## src/rtl/rns_pkg.sv

```systemverilog
// Package: shared types and constants for the radius neighbor select block.
`default_nettype none
package rns_pkg;
  localparam int unsigned MaxNodes = 65536;
  localparam logic [16:0] CountLimit = (MaxNodes > 131071) ? 17'd131071 : 17'(MaxNodes);
  localparam logic [23:0] AlphaMax = 24'hFFFFFF;

  localparam logic [2:0] RegCenterX = 3'd0;
  localparam logic [2:0] RegCenterY = 3'd1;
  localparam logic [2:0] RegCenterZ = 3'd2;
  localparam logic [2:0] RegAlpha   = 3'd3;
  localparam logic [2:0] RegSpacing = 3'd4;
  localparam logic [2:0] RegDims    = 3'd5;

  localparam logic [1:0] Dims2 = 2'd2;
  localparam logic [1:0] Dims3 = 2'd3;

  // controller -> datapath commands
  typedef struct packed {
    logic load;      // capture input word
    logic sq_x;      // square x diff, and radius product stage
    logic sq_y;      // square y diff
    logic sq_z;      // square z diff, form radius square
    logic decide;    // compare, update count and max, fill result
    logic root_init; // start square root of max
    logic root_step; // one root iteration
    logic div_init;  // start divide
    logic div_step;  // one divide iteration
    logic finish;    // write new alpha, clear run state
  } rns_cmd_t;

  // datapath -> controller status
  typedef struct packed {
    logic last;
    logic root_done;
    logic div_done;
  } rns_sts_t;
endpackage
`default_nettype wire

```

## src/rtl/rns_ctrl.sv

```systemverilog
// Controller: sequences one word through the datapath.
`default_nettype none
module rns_ctrl import rns_pkg::*; (
  input  wire logic     clk_i,
  input  wire logic     rst_ni,
  input  wire logic     in_valid_i,
  output logic          in_ready_o,
  output logic          out_valid_o,
  input  wire logic     out_ready_i,
  output rns_cmd_t      cmd_o,
  input  wire rns_sts_t sts_i
);
  typedef enum logic [3:0] {
    StIdle, StSqX, StSqY, StSqZ, StDecide, StRootInit, StRoot,
    StDivInit, StDiv, StFinish
  } state_e;

  state_e state_q, state_d;
  logic   out_valid_q, out_valid_d;

  // input may be taken in idle once the result slot is free or being drained
  assign in_ready_o  = (state_q == StIdle) && (!out_valid_q || out_ready_i);
  assign out_valid_o = out_valid_q;

  always_comb begin
    state_d     = state_q;
    out_valid_d = out_valid_q && !out_ready_i;
    cmd_o       = '0;
    unique case (state_q)
      StIdle: begin
        if (in_valid_i && in_ready_o) begin
          cmd_o.load = 1'b1;
          state_d    = StSqX;
        end
      end
      StSqX: begin cmd_o.sq_x = 1'b1; state_d = StSqY; end
      StSqY: begin cmd_o.sq_y = 1'b1; state_d = StSqZ; end
      StSqZ: begin cmd_o.sq_z = 1'b1; state_d = StDecide; end
      StDecide: begin
        cmd_o.decide = 1'b1;
        if (sts_i.last) begin
          state_d = StRootInit;
        end else begin
          out_valid_d = 1'b1;
          state_d     = StIdle;
        end
      end
      StRootInit: begin cmd_o.root_init = 1'b1; state_d = StRoot; end
      StRoot: begin
        cmd_o.root_step = 1'b1;
        if (sts_i.root_done) state_d = StDivInit;
      end
      StDivInit: begin cmd_o.div_init = 1'b1; state_d = StDiv; end
      StDiv: begin
        cmd_o.div_step = 1'b1;
        if (sts_i.div_done) state_d = StFinish;
      end
      StFinish: begin
        cmd_o.finish = 1'b1;
        out_valid_d  = 1'b1;
        state_d      = StIdle;
      end
      default: state_d = StIdle;
    endcase
  end

  always_ff @(posedge clk_i or negedge rst_ni) begin
    if (!rst_ni) begin
      state_q     <= StIdle;
      out_valid_q <= 1'b0;
    end else begin
      state_q     <= state_d;
      out_valid_q <= out_valid_d;
    end
  end
endmodule
`default_nettype wire

```

## config.mk

```make
export PLATFORM = sky130hd
export DESIGN_NAME = rns_ctrl
export DESIGN_NICKNAME = d
export VERILOG_FILES = /design/src/rtl/rns_pkg.sv /design/src/rtl/rns_ctrl.sv
export SDC_FILE = /design/constraint.sdc
export NUM_CORES = 1
export LEC_CHECK = 0
export BUFFER_PORTS_ARGS = -buffer_cell sky130_fd_sc_hd__buf_2
export CORE_AREA = 2 2 39 41
export DETAILED_ROUTE_END_ITERATION = 8
export DIE_AREA = 0 0 41 43
export HOLD_SLACK_MARGIN = 0.08
export SYNTH_ARGS = -nofsm -noshare
export SYNTH_HDL_FRONTEND = slang
export SYNTH_SLANG_ARGS = --single-unit
```

## constraint.sdc

```tcl
create_clock -name clk_i -period 1.49 [get_ports clk_i]
set_input_delay 0.2235 -clock clk_i [delete_from_list [all_inputs] [get_ports clk_i]]
set_output_delay 0.2235 -clock clk_i [all_outputs]
set_load 0.01 [all_outputs]
```

After elaboration in Yosys (flattened, before gate mapping)
Index checks and enable logic that the tools add are counted.

Input bits: 7. Output and inout bits: 12. Word-level logic and storage cells: 40. Register bits: 5.

Muxes and demuxes: 18. Reductions and logical operators: 8. Equality and inequality tests: 12.

Operators with widths (count): $pmux W4 S9 (1); $eq A4 B3 Y1 const B (4); $mux W1 (12); $mux W4 (3); $eq A4 B2 Y1 const B (2); $eq A4 B4 Y1 const B (2); $eq A4 B1 Y1 const B (1); $logic_not A4 Y1 (1); $ne A2 B2 Y1 const B (2); $logic_and A1 B1 Y1 (3); $mux W3 (1); $reduce_and A3 Y1 (1); $logic_not A1 Y1 (2); $ne A2 B1 Y1 const B (1); $pmux W1 S2 (1); $logic_or A1 B1 Y1 (1).

Longest topological paths before layout
Gate-level depths: netlist (run 1).

Depth after elaboration: 6. Mapped depth: 4. Depth with buffers taken out: 3.

Worst setup path after synthesis (run 1)
Ideal clock, no wire load.

Path type: reg-to-output. Start point: register state_q[1]. End point: output port cmd_o[9] (netlist name). Required time: 1266 ps. Data arrival time: 1379 ps. Buffers on the path: 1. Stages on the path, launching flop included: 5. Path slack: -112 ps. Cell sequence: dfrtp_1 > buf_6 > or4_4 > nor2b_2 > and2_1.

RTL lines: start: declaration (RTL line rns_ctrl.sv:18) `state_e state_q, state_d;`; start signal: assignment (RTL line rns_ctrl.sv:69) `state_q <= StIdle;`; start signal: assignment (RTL line rns_ctrl.sv:72) `state_q <= state_d;`; end: declaration (RTL line rns_ctrl.sv:10) `output rns_cmd_t cmd_o,`.

==> flow_summary.json, run 1 <==
{
  "combPwrFrac_pct": 68.5,
  "setup.worst_path.start": "state_q[3]",
  "grt_overflow_total": 0,
  "r2r_end": "state_q[0]",
  "fp.dieH_um": 43,
  "setup.worst_path.start_class": "register",
  "reg2regPathDepth": 4,
  "cp_slowest_cell": "or4_4",
  "antenna_found_initial": 0,
  "fin_skew_ns": 0.000572,
  "status": "finished with violations",
  "synth-seq-cells": 5,
  "drt_iter0_drc": 10,
  "max-vdd-ir-drop_uv": 664,
  "p_leak_nw": 0.297,
  "stdcell_count": 83,
  "post-route-period-util_pct": 116,
  "grt_pass1_wl_um": 1610,
  "syn_to_final_growth_pct": 63.4,
  "grt_max_degree": 12,
  "first_pass_iters": 3,
  "power.total_w": 0.00122,
  "ios": 19,
  "r2r-start": "state_q[3]",
  "worst_slack_ns": -0.245,
  "clkPwrFrac_pct": 12.7,
  "ys_warn_count": 0,
  "max-cap-violations": 0,
  "ant_nets": 0,
  "netlist_area_um2": 363,
  "n_antenna_cell": 0,
  "violations": "setup timing",
  "dp_hpwl_um": 742,
  "layout_commonest_cell": "buf_2",
  "max_freq_mhz": 576,
  "die_area_um2": 1760,
  "crit_family": "simple AND/OR/NAND/NOR gates",
  "synth_cells": 43,
  "setup-violations-final": 3,
  "dp.cells": 77,
  "cp_data_required_time_ns": 1.27,
  "track_usage_pct": 14.3,
  "cp.depth": 4,
  "internal_power_w": 0.000692,
  "cts_made_buffers": 3,
  "grt_pass1_vias": 385,
  "mostFrequentLayoutCells": "buf_2 (17), dfrtp_1 (5), buf_4 (4), nand2b_1 (3), clkbuf_4 (3)",
  "p_per_area_nw_per_um2": 2060,
  "rows": 14,
  "cts_tree": "done",
  "timing.critical_path.buf_inv": 1,
  "maxSlewHeadroom_pct": 86.6,
  "reg2reg_slack_ns": 0.02,
  "critPathMaxStageDelay_ns": 0.55,
  "tightest_slew_ns": 0.200,
  "worstPathArrival_ns": 1.51,
  "final_max_slew_viol_count": 0,
  "cts_sinks": 5,
  "crit_type": "register to primary output",
  "cp_cell_sequence": "or4_4, nor2b_4, and2_4, buf_6",
  "drc": 0,
  "yosysSeqAreaShare_pct": 34.5,
  "vias": 401,
  "synthesis.nets": 50,
  "cts_max_path_buffers": 2,
  "syn_area_per_cell_um2": 8.44,
  "postRouteWirelength_um": 997,
  "synthDistinctLibCells": 24,
  "vias_per_cell": 4.83,
  "wire_per_inst_um": 12.0,
  "rsz0062_at_grt": "yes",
  "cts_root_buf": "clkbuf_4",
  "net-switching-power_w": 0.000530,
  "start_util_pct": 26.2,
  "final_nets": 75,
  "htree_num_levels": 1,
  "clk_transition_reported_paths_ns": 0.04,
  "die_w_um": 41,
  "crit_path_end_kind": "primary output",
  "hold_class": "input port to asynchronous set/reset pin",
  "drive_gt1_share_pct": 58.2,
  "portBuffers": 18,
  "path_max_fanout": 2,
  "gp_congestion": 0.776,
  "sw_frac_of_total_pct": 43.4,
  "clk_latency_ns": 0.24,
  "hold_viol": 0,
  "core-area_um2": 1380,
  "seqPwrFrac_pct": 18.8,
  "fin_crit_ns": 1.74
}
## worst max-delay path by stage
stage and endpoint:
4_1_cts cmd_o[9], 3_3_place_gp cmd_o[9], 2_1_floorplan cmd_o[9], 3_5_place_dp cmd_o[9], 6_report cmd_o[9], 5_1_grt cmd_o[9]
## registers in the layout, indices dropped and copies added, names as in the netlist
register     flops
state_q          4
out_valid_o      1
## layout make-up
| class | count | area (um^2) |
|---|---|---|
| inverter | 2 | 7.51 |
| clock buffer | 4 | 26.3 |
| multi-input combinational | 32 | 267 |
| timing repair buffer | 24 | 148 |
| fill | 161 | 791 |
| sequential | 5 | 125 |
| tap | 16 | 20.0 |
## power by group through the flow
stage	clock network [W]	registers, W	logic (W)
5_1_grt	0.000174	0.000240	0.000911
6_report	0.000155	0.000230	0.000836
2_1_floorplan	0	0.000222	0.000493
3_5_place_dp	0	0.000230	0.000660
4_1_cts	0.000160	0.000230	0.000765
3_3_place_gp	0	0.000226	0.000655
## per-layer routing
metal  GRT usage [%]  share of wire [%]
met2            20.3                 52
met3            6.28                5.4
met1            17.2                 41
met5               0                  0
met4            8.00                1.4
## synth_stat cells
master | count | area share, %
and4b_1 | 1 | 2.8
mux2i_1 | 1 | 2.8
o31a_1 | 1 | 2.4
nand2_1 | 2 | 2.1
nor3_1 | 5 | 6.9
dfrtp_1 | 5 | 34
or4_1 | 1 | 2.1
a21oi_1 | 1 | 1.4
a211oi_1 | 1 | 2.1
buf_2 | 2 | 2.8
nand2b_1 | 5 | 8.6
o21ai_0 | 1 | 1.4
or2_1 | 1 | 1.7
nor3b_1 | 2 | 4.1
nor2_1 | 3 | 3.1
inv_1 | 2 | 2.1
clkbuf_1 | 1 | 1.0
and2_1 | 2 | 3.4
buf_6 | 1 | 3.1
a31oi_1 | 1 | 1.7
nor2b_2 | 1 | 2.4
a21oi_2 | 1 | 2.4
nand3b_1 | 1 | 2.1
or4_4 | 1 | 3.1
## kinds of logic after synthesis
| kind of cell | after synthesis | synth area share, % |
|---|---|---|
| simple gates | 25 | 42.4 |
| mux | 1 | 2.76 |
| buf+inv | 6 | 8.97 |
| compound gates | 6 | 11.4 |
| flops | 5 | 34.5 |
## what timing repair did
| item | 4_1_cts | 5_1_grt |
|---|---|---|
| endpoints found under the hold margin | 5 | 0 |
| setup endpoints to repair | 8 | 11 |
| buffers inserted | 2 | 0 |
| hold buffers | 1 | 0 |
| pin swaps | 4 | 2 |
| resized for setup | 7 | 7 |
## per-stage QoR
step	util, %	hold slack [ns]	setup TNS (ns)	instance area (um^2)	setup WS, ns
3_5_place_dp	35.1	0.0478	-0.0228	485	-0.0228
4_1_cts	40.8	0.319	-0.406	564	-0.252
6_report	42.9	0.317	-0.405	593	-0.245
5_1_grt	42.9	0.323	-0.807	593	-0.300
3_3_place_gp	35.1	0.0474	-0.00143	485	-0.00143
2_1_floorplan	-	-0.0721	-0.0515	377	-0.0515
Power figures use the tool's default switching activity.
==> run 2: changes to the inputs <==
==> constraint.sdc (replaced) <==
create_clock -name clk_i -period 1.75 [get_ports clk_i]
set_input_delay 0.2625 -clock clk_i [delete_from_list [all_inputs] [get_ports clk_i]]
set_output_delay 0.2625 -clock clk_i [all_outputs]
set_load 0.01 [all_outputs]
==> flow_summary.json, run 2 (synthesis gave the netlist of run 1 again) <==
{
  "status": "finished with violations",
  "violations": "setup timing",
  "grt_overflow_total": 0,
  "drive_gt1_share_pct": 44.8,
  "first_pass_iters": 4,
  "ant_nets": 0,
  "syn_to_final_growth_pct": 46.6,
  "crit_path_end_kind": "primary output",
  "fin_skew_ns": 0.000934,
  "cp_data_required_time_ns": 1.49,
  "max-vdd-ir-drop_uv": 434,
  "pre_cts_slack_ns": 0.219,
  "cts_tree": "done",
  "r2r_end": "state_q[0]",
  "setup-violations-final": 1,
  "track_usage_pct": 11.6,
  "crit_type": "register to primary output",
  "maxSlewHeadroom_pct": 85.0,
  "layout_commonest_cell": "buf_2",
  "worstPathArrival_ns": 1.51,
  "met3_usage_pct": 1.57,
  "p_per_area_nw_per_um2": 1690,
  "cts_root_buf": "clkbuf_4",
  "gp_congestion": 0.779,
  "cts_max_path_buffers": 2,
  "rsz0062_at_grt": "yes",
  "portBuffers": 18,
  "path_max_fanout": 2,
  "n_antenna_cell": 0,
  "start_util_pct": 26.2,
  "mostFrequentLayoutCells": "buf_2 (18), nand2b_1 (5), nor3_1 (5), dfrtp_1 (5), buf_4 (5)",
  "dp.cells": 77,
  "hold_ws_ns": 0.367,
  "grt_pass1_vias": 344,
  "post-route-period-util_pct": 101,
  "fin_crit_ns": 1.77,
  "largest_register_ffs": 4,
  "grt_pass1_wl_um": 1350,
  "rows": 14,
  "vias": 393,
  "busiest_layer": "met2",
  "max-cap-violations": 0,
  "tightest_slew_ns": 0.224,
  "max_freq_mhz": 565,
  "dp_hpwl_um": 704,
  "grtUsageMet1_pct": 14.0,
  "htree_num_levels": 1,
  "grt_use_met2_pct": 16.9,
  "grt_max_degree": 12,
  "ios": 19,
  "cts_made_buffers": 3,
  "die_w_um": 41,
  "die_area_um2": 1760,
  "largest-register": "state_q",
  "stdcell_count": 83,
  "drc": 0,
  "cts_sinks": 5,
  "clk_latency_ns": 0.24,
  "antenna_found_initial": 0,
  "hold_viol": 0,
  "reg2reg_slack_ns": 0.27,
  "p_leak_nw": 0.280,
  "wire_per_inst_um": 10.8,
  "fp.dieH_um": 43,
  "hold_class": "input port to asynchronous set/reset pin",
  "placed_cell_area_um2": 478,
  "vias_per_cell": 4.73,
  "r2r-start": "state_q[2]",
  "reg2regPathDepth": 4,
  "final_max_slew_viol_count": 0,
  "core-area_um2": 1380,
  "worst_slack_ns": -0.0201,
  "final_nets": 75,
  "stdcell_area_um2": 532,
  "clk_transition_reported_paths_ns": 0.04,
  "setup.worst_path.start_class": "register",
  "postRouteWirelength_um": 894,
  "drt_iter0_drc": 9
}
==> run 2: area by class of cell <==
| class | instances | area (um^2) |
|---|---|---|
| multi-input combinational | 32 | 215 |
| clock buffer | 4 | 26.3 |
| sequential | 5 | 125 |
| inverter | 2 | 7.51 |
| fill | 149 | 852 |
| tap | 16 | 20.0 |
| timing repair buffer | 24 | 138 |
==> run 2: critical path, cell delays in order (launching register included) <==
cell and delay [ns]:
dfrtp_1 0.37, or4_4 0.56, nor2b_4 0.12, and2_1 0.11, buf_2 0.12
==> run 2: layer usage <==
layer  part of all wire, %  up-vias
met5                     0        -
met4                     0        0
met3                   8.2        0
met2                    48       20
met1                    44      176
li1                      -      197
==> run 2: repair_timing <==
action | 4_1_cts | 5_1_grt
endpoints found under the hold margin | 5 | 0
pin swaps | 2 | 0
gates cloned | 0 | 0
hold buffers | 1 | 0
buffers inserted | 1 | 0
setup endpoints to repair | 1 | 2
resized for setup | 0 | 2
==> run 2: worst max-delay path by stage <==
| stage | start | to | slack, ns | cells after the start |
|---|---|---|---|---|
| floorplan | state_q[1] | cmd_o[9] | 0.11 | 4 |
| global route | state_q[2] | cmd_o[9] | -0.11 | 4 |
| CTS | state_q[2] | cmd_o[9] | -0.02 | 4 |
| global placement | state_q[1] | cmd_o[9] | 0.24 | 4 |
| detailed placement | state_q[1] | cmd_o[9] | 0.22 | 4 |
| finish | state_q[2] | cmd_o[9] | -0.02 | 4 |
==> run 2: where the power goes <==
part	internal [W]	total (W)	switching, W	leakage, nW
Combinational	0.000274	0.000581	0.000307	0.200
Sequential	0.000166	0.000190	0.0000245	0.0644
Clock	0.0000859	0.000129	0.0000433	0.0150
Total	0.000526	0.000900	0.000375	0.280
==> run 2: through the flow <==
stage | power, W | utilization (%) | setup TNS (ns)
finish | 0.000900 | 38.4 | -0.0201
CTS | 0.000887 | 37.7 | -0.0213
global route | 0.000992 | 38.4 | -0.106
floorplan | 0.000572 | - | 0
detailed placement | 0.000733 | 34.5 | 0
global placement | 0.000729 | 34.5 | 0
==> run 3: changes to the inputs <==
--- a/config.mk
+++ b/config.mk
@@ -10,6 +10,7 @@
 export DETAILED_ROUTE_END_ITERATION = 8
 export DIE_AREA = 0 0 41 43
 export HOLD_SLACK_MARGIN = 0.08
+export SETUP_SLACK_MARGIN = 0.1
 export SYNTH_ARGS = -nofsm -noshare
 export SYNTH_HDL_FRONTEND = slang
 export SYNTH_SLANG_ARGS = --single-unit
==> flow_summary.json, run 3 (synthesis gave the netlist of run 1 again) <==
{
  "crit_path_end": "cmd_o[9]",
  "max_freq_mhz": 564,
  "post-route-period-util_pct": 101,
  "htree_num_levels": 1,
  "track_usage_pct": 11.9,
  "cts_made_buffers": 3,
  "rows": 14,
  "gp_congestion": 0.779,
  "fin_crit_ns": 1.77,
  "clk_latency_ns": 0.24,
  "vias_per_cell": 4.86,
  "start_util_pct": 26.2,
  "core-area_um2": 1380,
  "hold_viol": 0,
  "reg2reg_slack_ns": 0.26,
  "worst_slack_ns": -0.0238,
  "mostFrequentLayoutCells": "buf_2 (18), buf_4 (6), nor3_1 (5), dfrtp_1 (5)",
  "final_max_slew_viol_count": 0,
  "grt_pass1_vias": 357,
  "multiInputGateArea_um2": 225,
  "first_pass_iters": 4,
  "stdcell_count": 84,
  "p_per_area_nw_per_um2": 1700,
  "rsz0062_at_grt": "yes",
  "violations": "setup timing",
  "fin_skew_ns": 0.00443,
  "setup.worst_path.start": "state_q[2]",
  "cts_sinks": 5,
  "drc": 0,
  "wire_per_inst_um": 11.1,
  "cts_max_path_buffers": 2,
  "reg2regPathDepth": 4,
  "max-vdd-ir-drop_uv": 452,
  "final_nets": 76,
  "r2r_end": "state_q[0]",
  "die_area_um2": 1760,
  "setup-violations-final": 1,
  "drive_gt1_share_pct": 48.5,
  "p_leak_nw": 0.290,
  "grt_max_degree": 12,
  "n_antenna_cell": 0,
  "seq_area_um2": 125,
  "cts_root_buf": "clkbuf_4",
  "largest_register_ffs": 4,
  "antenna_found_initial": 0,
  "portBuffers": 18,
  "hold_ws_ns": 0.360,
  "status": "finished with violations",
  "ios": 19,
  "power.total_w": 0.000934,
  "syn_to_final_growth_pct": 51.4,
  "cp_data_required_time_ns": 1.49,
  "fp.dieH_um": 43,
  "grt_pass1_wl_um": 1390,
  "clk_transition_reported_paths_ns": 0.05,
  "path_max_fanout": 2,
  "cts_tree": "done",
  "die_w_um": 41,
  "nFillCells": 151,
  "vias": 408,
  "dp.cells": 77,
  "dp_hpwl_um": 704,
  "setup.worst_path.start_class": "register",
  "r2r-start": "state_q[2]",
  "postRouteWirelength_um": 936,
  "grt_overflow_total": 0,
  "worstPathArrival_ns": 1.51,
  "ant_nets": 0,
  "maxSlewHeadroom_pct": 86.7,
  "tightest_slew_ns": 0.198,
  "hold_class": "input port to asynchronous set/reset pin",
  "drt_iter0_drc": 4,
  "crit_type": "register to primary output",
  "crit_path_end_kind": "primary output",
  "largest-register": "state_q",
  "max-cap-violations": 0,
  "layout_commonest_cell": "buf_2"
}
-- run 3: changes by cell type in the layout (fill, tap and decap cells not counted) --
cell	change
buf_4	+1
nand2b_1	-2
nand2b_2	+1
nand2b_4	+1
-- run 3: final cells by class --
| class | instances | share of cell area, % |
|---|---|---|
| sequential | 5 | 22.8 |
| tap | 16 | 3.64 |
| timing repair buffer | 25 | 26.4 |
| multi-input combinational | 32 | 41.0 |
| clock buffer | 4 | 4.78 |
| inverter | 2 | 1.37 |
-- run 3: timing repair --
action                     4_1_cts  5_1_grt
setup endpoints to repair        3        4
gates resized for setup          1        3
pin swaps                        2        1
hold endpoints to repair         5        0
hold buffers                     1        0
cloned                           0        0
buffers inserted                 1        1
-- run 3: routing by layer --
| metal | track usage, % | routed length, um |
|---|---|---|
| met1 | 14.0 | 395 |
| met2 | 17.8 | 463 |
| met3 | 1.57 | 71 |
| met4 | 10.0 | 6 |
| met5 | 0 | 0 |
-- run 3: worst min-delay path by stage --
| stage | endpoint | slack (ns) |
|---|---|---|
| after floorplan | out_valid_o | -0.03 |
| after global placement | state_q[3] | 0.09 |
| after detailed placement | out_valid_o | 0.09 |
| after CTS | out_valid_o | 0.35 |
| after global routing | out_valid_o | 0.38 |
| final | state_q[3] | 0.36 |
-- run 3: per-stage QoR --
step / area, um^2 / util [%] / TNS, ns / setup WS (ns)
3_3_place_gp: 478 / 34.5 / 0 / 0.244
3_5_place_dp: 478 / 34.5 / 0 / 0.219
2_1_floorplan: 363 / - / 0 / 0.109
5_1_grt: 549 / 39.7 / -0.107 / -0.107
4_1_cts: 527 / 38.1 / -0.0213 / -0.0213
6_report: 549 / 39.7 / -0.0238 / -0.0238
-- run 3: critical path: stages (launching register included) --
cell	delay [ns]
dfrtp_1	0.37
or4_4	0.56
nor2b_4	0.12
and2_1	0.11
buf_2	0.12
-- run 3: power by group --
part,internal [W],total (W),switching [W]
clock,0.0000863,0.000135,0.0000486
sequential,0.000166,0.000190,0.0000242
combinational,0.000292,0.000609,0.000317
